## src/rtl/glyph_pixel_format_converter_assert.svh

```systemverilog
// ----------------------------------------------------------------------------
// glyph_pixel_format_converter_assert.svh
// Assertion macros shared by the converter RTL. They are clocked on clock
// and disabled while reset is high.
// ----------------------------------------------------------------------------
`ifndef GLYPH_PIXEL_FORMAT_CONVERTER_ASSERT_SVH
`define GLYPH_PIXEL_FORMAT_CONVERTER_ASSERT_SVH

// same-cycle implication
`define GPFC_ASSERT_IMPLIES(label, ante, cons) \
   label: assert property (@(posedge clock) disable iff (reset) (ante) |-> (cons)) \
      else $error("gpfc assertion failed");

// next-cycle implication
`define GPFC_ASSERT_NEXT(label, ante, cons) \
   label: assert property (@(posedge clock) disable iff (reset) (ante) |=> (cons)) \
      else $error("gpfc assertion failed");

`endif

```

## src/rtl/gpfc_pkg.sv

```systemverilog
// ----------------------------------------------------------------------------
// gpfc_pkg
// Beat types, mode codes and divider state for the glyph pixel converter.
// ----------------------------------------------------------------------------
package gpfc_pkg;

   localparam logic [1:0] MODE_GRAY   = 2'd0;
   localparam logic [1:0] MODE_MONO   = 2'd1;
   localparam logic [1:0] MODE_SUBPIX = 2'd2;
   localparam logic [1:0] MODE_COLOR  = 2'd3;

   localparam int unsigned MONO_MAX_PIXELS     = 8;
   localparam int unsigned DIV_STEPS_PER_STAGE = 4;
   localparam int unsigned NUM_CHANNELS        = 3;

   typedef struct packed {
      logic [7:0] byte0;
      logic [7:0] byte1;
      logic [7:0] byte2;
      logic [7:0] byte3;
      logic [3:0] valid_bits;
      logic       row_end;
   } req_type;

   typedef struct packed {
      logic [7:0] red;
      logic [7:0] green;
      logic [7:0] blue;
      logic [7:0] alpha;
      logic       last;
      logic       row_done;
   } rsp_type;

   // long division state: partial remainder, numerator bits not yet
   // brought down, quotient bits so far
   typedef struct packed {
      logic [7:0] rem;
      logic [7:0] num;
      logic [7:0] quo;
   } div_state_type;

endpackage

```

## src/rtl/gpfc_div_step.sv

```systemverilog
// ----------------------------------------------------------------------------
// gpfc_div_step
// Restoring divide slice: brings down DIV_STEPS_PER_STAGE numerator bits
// against an 8-bit divisor and develops one quotient bit for each.
// ----------------------------------------------------------------------------
module gpfc_div_step
   import gpfc_pkg::*;
(
   input  logic [7:0]    divisor,
   input  div_state_type state_in,
   output div_state_type state_out
);

   always_comb begin
      div_state_type st;
      logic [8:0]    trial;
      st    = state_in;
      trial = '0;
      for (int i = 0; i < DIV_STEPS_PER_STAGE; i++) begin
         trial = {st.rem, st.num[7]};
         // remainder stays below the divisor when it starts below it, so it then fits 8 bits
         if (trial >= {1'b0, divisor}) begin
            st.rem = 8'(trial - {1'b0, divisor});
            st.quo = {st.quo[6:0], 1'b1};
         end else begin
            st.rem = trial[7:0];
            st.quo = {st.quo[6:0], 1'b0};
         end
         st.num = {st.num[6:0], 1'b0};
      end
      state_out = st;
   end

endmodule

```

## src/rtl/glyph_pixel_format_converter.sv

```systemverilog
// ----------------------------------------------------------------------------
// glyph_pixel_format_converter
// Converts glyph pixel data to straight RGBA under the pixel mode register.
// ----------------------------------------------------------------------------
// A new req beat is taken every cycle while the output drains. From req
// acceptance to the first rsp beat, one stage forms the c*255 + alpha/2
// numerators and the subpixel maximum, two stages each run four steps of the
// restoring divider for all three colour channels, and the output register
// assembles the pixel. Gray, subpixel and colour items give one rsp beat each,
// so the block sustains one pixel per clock while the output drains. A mono
// item gives valid_bits beats (eight at most, larger counts act as eight) and
// holds the output register until its last beat is taken; a mono item with
// valid_bits zero is dropped at entry. The mode register may only be written
// while the block is empty; csr_ready is always high.
// ----------------------------------------------------------------------------
module glyph_pixel_format_converter
   import gpfc_pkg::*;
(
   input  logic       clock,
   input  logic       reset,
   input  logic       csr_valid,
   output logic       csr_ready,
   input  logic [1:0] csr_pixel_mode,
   input  logic       req_valid,
   output logic       req_ready,
   input  req_type    req_data,
   output logic       rsp_valid,
   input  logic       rsp_ready,
   output rsp_type    rsp_data
);

`include "glyph_pixel_format_converter_assert.svh"

   logic [1:0] mode_ff;

   // stage 1
   logic          s1_valid_ff;
   logic [1:0]    s1_mode_ff;
   req_type       s1_req_ff;
   logic [7:0]    s1_max_ff;
   logic [15:0]   s1_num_ff [NUM_CHANNELS];
   // stage 2
   logic          s2_valid_ff;
   logic [1:0]    s2_mode_ff;
   req_type       s2_req_ff;
   logic [7:0]    s2_max_ff;
   logic          s2_sat_ff [NUM_CHANNELS];
   div_state_type s2_div_ff [NUM_CHANNELS];
   div_state_type s2_div_in [NUM_CHANNELS];
   div_state_type s2_init   [NUM_CHANNELS];
   // stage 3
   logic          s3_valid_ff;
   logic [1:0]    s3_mode_ff;
   req_type       s3_req_ff;
   logic [7:0]    s3_max_ff;
   logic          s3_sat_ff [NUM_CHANNELS];
   div_state_type s3_div_ff [NUM_CHANNELS];
   div_state_type s3_div_in [NUM_CHANNELS];
   // output register
   logic          out_valid_ff;
   rsp_type       rsp_ff;
   logic [7:0]    bits_ff;
   logic [3:0]    cnt_ff;
   logic          row_end_ff;

   logic          out_take;
   logic          s1_en;
   logic          s2_en;
   logic          s3_en;
   logic          drop;
   req_type       req_clamped;
   logic [7:0]    max_in;
   logic [15:0]   num_in [NUM_CHANNELS];
   logic [7:0]    chan_src [NUM_CHANNELS];
   logic [7:0]    chan_val [NUM_CHANNELS];
   rsp_type       load_rsp;
   logic [3:0]    load_cnt;

   assign csr_ready = 1'b1;

   always_ff @(posedge clock) begin
      if (reset) begin
         mode_ff <= MODE_GRAY;
      end else if (csr_valid && csr_ready) begin
         mode_ff <= csr_pixel_mode;
      end
   end

   // ---- handshake chain ----
   assign out_take  = !out_valid_ff || (rsp_ready && cnt_ff == 4'd1);
   assign s3_en     = !s3_valid_ff || out_take;
   assign s2_en     = !s2_valid_ff || s3_en;
   assign s1_en     = !s1_valid_ff || s2_en;
   assign req_ready = s1_en;

   // ---- stage 1: numerators and subpixel max ----
   always_comb begin
      req_clamped = req_data;
      if (req_data.valid_bits > 4'(MONO_MAX_PIXELS)) begin
         req_clamped.valid_bits = 4'(MONO_MAX_PIXELS);
      end
      drop = (mode_ff == MODE_MONO) && (req_data.valid_bits == 4'd0);
      max_in = (req_data.byte0 > req_data.byte1) ? req_data.byte0 : req_data.byte1;
      if (req_data.byte2 > max_in) begin
         max_in = req_data.byte2;
      end
   end

   assign chan_src[0] = req_data.byte0;
   assign chan_src[1] = req_data.byte1;
   assign chan_src[2] = req_data.byte2;

   for (genvar c = 0; c < NUM_CHANNELS; c++) begin : g_num
      // c*255 + alpha/2, at most 65152
      assign num_in[c] = {chan_src[c], 8'h00} - {8'h00, chan_src[c]}
                       + {9'h000, req_data.byte3[7:1]};
   end

   always_ff @(posedge clock) begin
      if (reset) begin
         s1_valid_ff <= 1'b0;
      end else if (s1_en) begin
         s1_valid_ff <= req_valid && !drop;
      end
   end

   always_ff @(posedge clock) begin
      if (s1_en) begin
         s1_mode_ff <= mode_ff;
         s1_req_ff  <= req_clamped;
         s1_max_ff  <= max_in;
         for (int c = 0; c < NUM_CHANNELS; c++) begin
            s1_num_ff[c] <= num_in[c];
         end
      end
   end

   // ---- stages 2 and 3: divider ----
   for (genvar c = 0; c < NUM_CHANNELS; c++) begin : g_div
      assign s2_init[c] = '{rem: s1_num_ff[c][15:8], num: s1_num_ff[c][7:0], quo: 8'h00};

      gpfc_div_step u_div_hi (
         .divisor   (s1_req_ff.byte3),
         .state_in  (s2_init[c]),
         .state_out (s2_div_in[c])
      );

      gpfc_div_step u_div_lo (
         .divisor   (s2_req_ff.byte3),
         .state_in  (s2_div_ff[c]),
         .state_out (s3_div_in[c])
      );
   end

   always_ff @(posedge clock) begin
      if (reset) begin
         s2_valid_ff <= 1'b0;
         s3_valid_ff <= 1'b0;
      end else begin
         if (s2_en) begin
            s2_valid_ff <= s1_valid_ff;
         end
         if (s3_en) begin
            s3_valid_ff <= s2_valid_ff;
         end
      end
   end

   always_ff @(posedge clock) begin
      if (s2_en) begin
         s2_mode_ff <= s1_mode_ff;
         s2_req_ff  <= s1_req_ff;
         s2_max_ff  <= s1_max_ff;
         for (int c = 0; c < NUM_CHANNELS; c++) begin
            // quotient of 256 or more when the top byte reaches alpha
            s2_sat_ff[c] <= s1_num_ff[c][15:8] >= s1_req_ff.byte3;
            s2_div_ff[c] <= s2_div_in[c];
         end
      end
      if (s3_en) begin
         s3_mode_ff <= s2_mode_ff;
         s3_req_ff  <= s2_req_ff;
         s3_max_ff  <= s2_max_ff;
         for (int c = 0; c < NUM_CHANNELS; c++) begin
            s3_sat_ff[c] <= s2_sat_ff[c];
            s3_div_ff[c] <= s3_div_in[c];
         end
      end
   end

   // ---- output assembly ----
   for (genvar c = 0; c < NUM_CHANNELS; c++) begin : g_chan
      assign chan_val[c] = (s3_req_ff.byte3 == 8'h00) ? 8'h00 :
                           s3_sat_ff[c]                ? 8'hFF : s3_div_ff[c].quo;
   end

   always_comb begin
      load_rsp          = '0;
      load_rsp.last     = 1'b1;
      load_rsp.row_done = s3_req_ff.row_end;
      load_cnt          = 4'd1;
      case (s3_mode_ff)
         MODE_GRAY: begin
            load_rsp.alpha = s3_req_ff.byte0;
         end
         MODE_MONO: begin
            load_cnt          = s3_req_ff.valid_bits;
            load_rsp.alpha    = s3_req_ff.byte0[7] ? 8'hFF : 8'h00;
            load_rsp.last     = s3_req_ff.valid_bits == 4'd1;
            load_rsp.row_done = (s3_req_ff.valid_bits == 4'd1) && s3_req_ff.row_end;
         end
         MODE_SUBPIX: begin
            load_rsp.red   = s3_req_ff.byte0;
            load_rsp.green = s3_req_ff.byte1;
            load_rsp.blue  = s3_req_ff.byte2;
            load_rsp.alpha = s3_max_ff;
         end
         MODE_COLOR: begin
            load_rsp.red   = chan_val[2];
            load_rsp.green = chan_val[1];
            load_rsp.blue  = chan_val[0];
            load_rsp.alpha = s3_req_ff.byte3;
         end
         default: begin
            load_rsp.alpha = s3_req_ff.byte0;
         end
      endcase
   end

   always_ff @(posedge clock) begin
      if (reset) begin
         out_valid_ff <= 1'b0;
         cnt_ff       <= 4'd0;
      end else if (out_take) begin
         out_valid_ff <= s3_valid_ff;
         cnt_ff       <= s3_valid_ff ? load_cnt : 4'd0;
      end else if (rsp_ready) begin
         // mid-item mono beat taken
         cnt_ff <= cnt_ff - 4'd1;
      end
   end

   always_ff @(posedge clock) begin
      if (out_take) begin
         rsp_ff     <= load_rsp;
         bits_ff    <= s3_req_ff.byte0;
         row_end_ff <= s3_req_ff.row_end;
      end else if (rsp_ready) begin
         bits_ff         <= {bits_ff[6:0], 1'b0};
         rsp_ff.alpha    <= bits_ff[6] ? 8'hFF : 8'h00;
         rsp_ff.last     <= cnt_ff == 4'd2;
         rsp_ff.row_done <= (cnt_ff == 4'd2) && row_end_ff;
      end
   end

   assign rsp_valid = out_valid_ff;
   assign rsp_data  = rsp_ff;

   // ---- checks ----
   `GPFC_ASSERT_IMPLIES(a_out_count_live, out_valid_ff, cnt_ff != 4'd0)
   `GPFC_ASSERT_IMPLIES(a_last_matches_count, rsp_valid, rsp_data.last == (cnt_ff == 4'd1))
   `GPFC_ASSERT_IMPLIES(a_row_done_on_last, rsp_valid && rsp_data.row_done, rsp_data.last)
   `GPFC_ASSERT_NEXT(a_mono_continues, rsp_valid && rsp_ready && !rsp_data.last, rsp_valid)
   `GPFC_ASSERT_NEXT(a_s3_holds, s3_valid_ff && !s3_en, s3_valid_ff)

endmodule
```

## config.mk

```make
export PLATFORM = sky130hd
export DESIGN_NAME = glyph_pixel_format_converter
export DESIGN_NICKNAME = d
export VERILOG_FILES = /design/src/rtl/gpfc_pkg.sv /design/src/rtl/gpfc_div_step.sv /design/src/rtl/glyph_pixel_format_converter.sv
export VERILOG_INCLUDE_DIRS = /design/src /design/src/rtl
export SDC_FILE = /design/constraint.sdc
export NUM_CORES = 1
export LEC_CHECK = 0
export BUFFER_PORTS_ARGS = -buffer_cell sky130_fd_sc_hd__buf_4
export CAP_MARGIN = 0
export CORE_MARGIN = 3
export CORE_UTILIZATION = 51
export CTS_BUF_LIST = sky130_fd_sc_hd__clkbuf_4
export DETAILED_ROUTE_END_ITERATION = 8
export HOLD_SLACK_MARGIN = 0.02
export PLACE_DENSITY = 0.76
export SYNTH_ARGS = -nofsm -noshare
export SYNTH_HDL_FRONTEND = slang
export SYNTH_HIERARCHICAL = 1
export SYNTH_SLANG_ARGS = --single-unit
```

## constraint.sdc

```tcl
create_clock -name clock -period 11.1 [get_ports clock]
set_clock_uncertainty 0.05 [all_clocks]
set_input_delay 2.775 -clock clock [delete_from_list [all_inputs] [get_ports clock]]
set_output_delay 2.775 -clock clock [all_outputs]
set_load 0.1 [all_outputs]
```

After elaboration in Yosys (flattened, before gate mapping)
Memory sizes are Yosys's and may differ from the RTL's.
Cells that the tools add are included.
{ "totals": {"ff_bits": 193, "ramBits": 162, "output_inout_bits": 37, "n_memories": 5} }
{ "op_classes": {"n_addsub": 31, "n_lt_le_gt_ge": 30, "eq_ne": 7, "mux": 75, "reduce_logical": 18} }
{ "memory_table": {"columns": ["name", "depth", "width", "read_ports", "rd_clocked_by_memory_dff", "write_ports", "line", "source"], "rows": [
  ["s3_div_ff", 3, 20, 3, 0, 3, "glyph_pixel_format_converter.sv:57", "div_state_type s3_div_ff [NUM_CHANNELS];"],
  ["s1_num_ff", 3, 16, 3, 0, 3, "glyph_pixel_format_converter.sv:41", "logic [15:0] s1_num_ff [NUM_CHANNELS];"],
  ["s2_div_ff", 3, 16, 3, 0, 3, "glyph_pixel_format_converter.sv:48", "div_state_type s2_div_ff [NUM_CHANNELS];"],
  ["s2_sat_ff", 3, 1, 3, 0, 3, "glyph_pixel_format_converter.sv:47", "logic s2_sat_ff [NUM_CHANNELS];"],
  ["s3_sat_ff", 3, 1, 3, 0, 3, "glyph_pixel_format_converter.sv:56", "logic s3_sat_ff [NUM_CHANNELS];"]
]} }
{ "ops": {"columns": ["cell", "count"], "rows": [
  ["two-way mux 8 bit", 34],
  ["greater-or-equal comparator 9 x 8 -> 1 bit", 24],
  ["subtractor 8 bit", 24],
  ["adder 16 x 7 -> 16 bit", 3],
  ["case mux 24 bit (2 select lines)", 1],
  ["subtractor 16 x 8 -> 16 bit", 3],
  ["case mux 8 bit (4 select lines)", 1],
  ["two-way mux 1 bit", 30],
  ["greater-or-equal comparator 8 bit", 3],
  ["two-way mux 10 bit", 2],
  ["> comparator 8 bit", 2],
  ["two-way mux 4 bit", 4],
  ["two-way mux 7 bit", 2],
  ["== test 4 x 1 -> 1 bit, second input constant", 2],
  ["zero test 8 bit", 1],
  ["logical AND 1 bit", 5],
  ["zero test 1 bit", 5],
  ["== test 2 x 1 -> 1 bit, second input constant", 2],
  ["== test 2 bit, second input constant", 2],
  ["== test 4 x 2 -> 1 bit, second input constant", 1],
  ["> comparator 4 bit, second input constant", 1],
  ["zero test 4 bit", 1],
  ["logical OR 1 bit", 4],
  ["subtractor 4 x 1 -> 4 bit, second input constant", 1],
  ["other kinds (3)", 3]
]} }

Longest topological paths before layout
An unclocked memory read counts as a cell.
{ "depth": {"ltp_word": 9, "ltp_mapped": 38, "depth_no_buf": 36} }

Hierarchy
The synthesis kept the hierarchy.
{ "by_module_without_submodules": {"columns": ["module", "instances", "cells_each", "area_each_um2", "seq_area_each_um2"], "rows": [
  ["glyph_pixel_format_converter", 1, 940, 14091.0, 10199.8],
  ["gpfc_div_step (g_div[1].u_div_hi ...)", 4, 224, 1784.2, 0.0],
  ["gpfc_div_step (g_div[0].u_div_hi ...)", 2, 226, 1798.0, 0.0]
]} }

Least setup slack after synthesis
Ideal clock, no wire load.
{ "synth_path": {"kind": "input to output", "start": "input port rsp_ready", "end": "output port req_ready", "arrival_ps": 6535, "required_time_ps": 8275, "slack_ps": 1740, "stages": 3, "path_buffers": 0, "cell_sequence": "nand2_1 > o31a_1 > nand4_1"} }
{ "synth_between": {"elab_chain_cells": 5} }
{ "synth_lines": {"columns": ["element", "line", "source"], "rows": [
  ["start, declared", "glyph_pixel_format_converter.sv:28", "input logic rsp_ready,"],
  ["logical AND 1 bit", "glyph_pixel_format_converter.sv:90", "assign out_take = !out_valid_ff || (rsp_ready && cnt_ff == 4'd1);"],
  ["logical OR 1 bit", "glyph_pixel_format_converter.sv:90", null],
  ["logical OR 1 bit", "glyph_pixel_format_converter.sv:91", "assign s3_en = !s3_valid_ff || out_take;"],
  ["logical OR 1 bit", "glyph_pixel_format_converter.sv:92", "assign s2_en = !s2_valid_ff || s3_en;"],
  ["logical OR 1 bit", "glyph_pixel_format_converter.sv:93", "assign s1_en = !s1_valid_ff || s2_en;"],
  ["end, declared", "glyph_pixel_format_converter.sv:25", "output logic req_ready,"]
]} }
No other way between the ends.

==> results.yml <==
clocking:
  clk_path_buf_depth: 3
  postCtsSetupBuffers: 0
  htree_levels: 3
  cts-buffers-inserted: 81
  ctsHoldBuffers: 0
  clkTransAtPathRegs_ps: 60
  ctsResizeCount: 0
  clk_latency_ps: 770
  cts_tree: "yes"
  cts_sinks: 319
  clockRootBuffer: "clkbuf_4"
job:
  cap_violations: 0
pwr:
  p_sw_mw: 4.06
  clkPwrFrac_pct: 10.1
  p_leak_nw: 10.6
  power_frac_comb_pct: 70.4
  switching_share_pct: 43.5
  p_seq_share_pct: 19.5
  p_per_area_nw_per_um2: 373
  p_int_mw: 5.27
  ir_drop_v: 0.000441
setup_path:
  critPathSlowestCell: "edfxtp_1"
  crit_start: "s1_req_ff[6]$_DFFE_PP_"
  critPathTopFamily: "compound AO/OA/AOI/OAI gates"
  cp_max_fo: 14
  arrival_ps: 9860
  worst-path-buf-inv: 4
  crit_type: "reg -> reg"
  r2r-start: "s1_req_ff[6]$_DFFE_PP_"
  slowest_delay_ps: 850
  critical_path_required_ps: 11540
  start_kind: "register"
  cp-end-kind: "register"
grt:
  grt_pass1_wl_um: 91300
  grt.total_usage_pct: 24.3
  antenna_found_initial: 1
  grt_pass1_vias: 17100
  grt_max_degree: 83
  overflow: 0
floorplan:
  dieHeight_um: 219
  rows: 77
  dieArea_um2: 47800
  die_width_um: 219
  start_util_pct: 51.9
  io_pins: 81
  core_area_um2: 44400
finish:
  register_area_um2: 9480
  multi_input_area_um2: 12500
  layout.cells.non_filler: 2892
  fill_cells: 3770
  drive_above_1_share_pct: 14.8
  fin_nets: 2569
  area_growth_pct: 8.44
route:
  wl_per_cell_um: 20.2
  wirelength_um: 58500
  drt_pass1_iterations: 5
  ant_nets: 0
  drc_errors: 0
  vias: 17400
  vias_per_cell: 6.00
  drtIter0Drc: 1738
synthesis:
  syn_avg_cell_area_um2: 10.7
  synthCells: 2147
  yosysWarnings: 6
  synth.cell_area_um2: 23100
  synth_nets: 2471
placed_design:
  io_buffers: 79
  dpl.hpwl_um: 44300
  placed_cells: 2754
  gp_congestion: 0.933
worst_hold_path:
  hold_start: "s2_req_ff[28]$_DFFE_PP_"
  hp-class: "reg -> reg"
timing:
  drv_slew: 0
  hold_violations: 0
  rsz0062_at_grt: "false"
  min_period_ps: 9420
  final.setup.tns_ps: 0
  slew_headroom_pct: 26.0
  setup_viol: 0
  period_share_pct: 84.8
  max_freq_mhz: 106
  tightest_slew_ps: 1110
outcome:
  status: "finished, final reports clean"
[cell type report]
| type | count | area share, % |
|---|---|---|
| Sequential cell | 319 | 37.9 |
| Antenna cell | 1 | 0.0100 |
| Clock buffer | 103 | 3.09 |
| Clock inverter | 34 | 0.736 |
| Multi-Input combinational cell | 1587 | 50.2 |
| Tap cell | 592 | 2.96 |
| Inverter | 172 | 2.58 |
| Timing Repair Buffer | 84 | 2.52 |
[through the flow]
stage	hold slack, ps	setup slack, ps	util [%]	power (mW)	instance area, µm²
5_1_grt	362	894	56.3	10.1	25000
6_report	344	1680	56.3	9.33	25000
2_1_floorplan	350	1740	-	7.28	23100
3_5_place_dp	355	1640	54.1	8.30	24000
4_1_cts	359	1680	56.3	9.29	25000
3_3_place_gp	350	2000	54.1	8.09	24000
[worst register-to-register path: cells and delay by family, from the launching register on]
family,cells,cell delay (ps)
compound gates,18,4400
fa+ha+maj,4,1340
buf+inv,4,640
flops,1,850
mux,2,850
simple gates,7,1060
[flip-flops by register name, indices dropped and copies added, names as in the netlist]
signal	flops
s1_num_ff	48
s2_div_ff	48
s1_req_ff	37
s2_req_ff	37
s3_req_ff	37
rsp_data	34
s3_div_ff	24
s1_max_ff	8
s2_max_ff	8
s3_max_ff	8
bits_ff	7
cnt_ff	4
s2_sat_ff	3
s3_sat_ff	3
mode_ff	2
s1_mode_ff	2
s2_mode_ff	2
s3_mode_ff	2
row_end_ff	1
rsp_valid	1
s1_valid_ff	1
s2_valid_ff	1
s3_valid_ff	1
[power groups by stage]
stage,registers (mW),logic [mW],clock network [mW]
CTS,1.82,6.50,0.969
detailed placement,1.84,6.45,0
global route,1.84,7.26,1.03
global placement,1.84,6.25,0
finish,1.82,6.56,0.943
floorplan,1.87,5.40,0
[worst paths after layout]
| check | endpoint | cells past startpoint | slack (ps) |
|---|---|---|---|
| hold / removal | s3_req_ff[28]$_DFFE_PP_ | 0 | 340 |
| setup / recovery | s2_div_ff[0][18]$_DFFE_PP_ | 35 | 1680 |
| setup reg to reg | s2_div_ff[0][18]$_DFFE_PP_ | 35 | 1680 |
| hold reg to reg | s3_req_ff[28]$_DFFE_PP_ | 0 | 340 |
[cell usage in the layout, fill, tap and decap left out, types with 10 or more instances in the layout]
cell type / n
edfxtp_1: 309
ha_1: 256
inv_1: 166
nor2_1: 155
o21ai_0: 137
nand2_1: 131
a21oi_1: 125
clkbuf_4: 103
xnor2_1: 98
buf_4: 84
a21o_1: 74
mux2_2: 66
a211oi_1: 41
nand4_1: 36
o21a_1: 34
nor3_1: 34
mux2i_1: 32
nor2b_1: 26
nand2b_1: 25
fa_1: 24
nand3_1: 23
clkinv_1: 23
xor2_1: 22
mux2_4: 21
a211o_1: 18
a32oi_1: 16
o21bai_1: 14
a31oi_1: 10
dfxtp_1: 10
[metal layers]
layer / global-route usage [%] / vias to the layer above / share of wire [%] / wire length (µm)
li1: - / 8263 / - / -
met5: 0 / - / 0 / 0
met1: 33.7 / 8280 / 44 / 25700
met2: 38.5 / 715 / 45 / 26300
met3: 4.38 / 106 / 8.1 / 4730
met4: 8.52 / 0 / 2.9 / 1670
(Power assumes the default switching activity.)
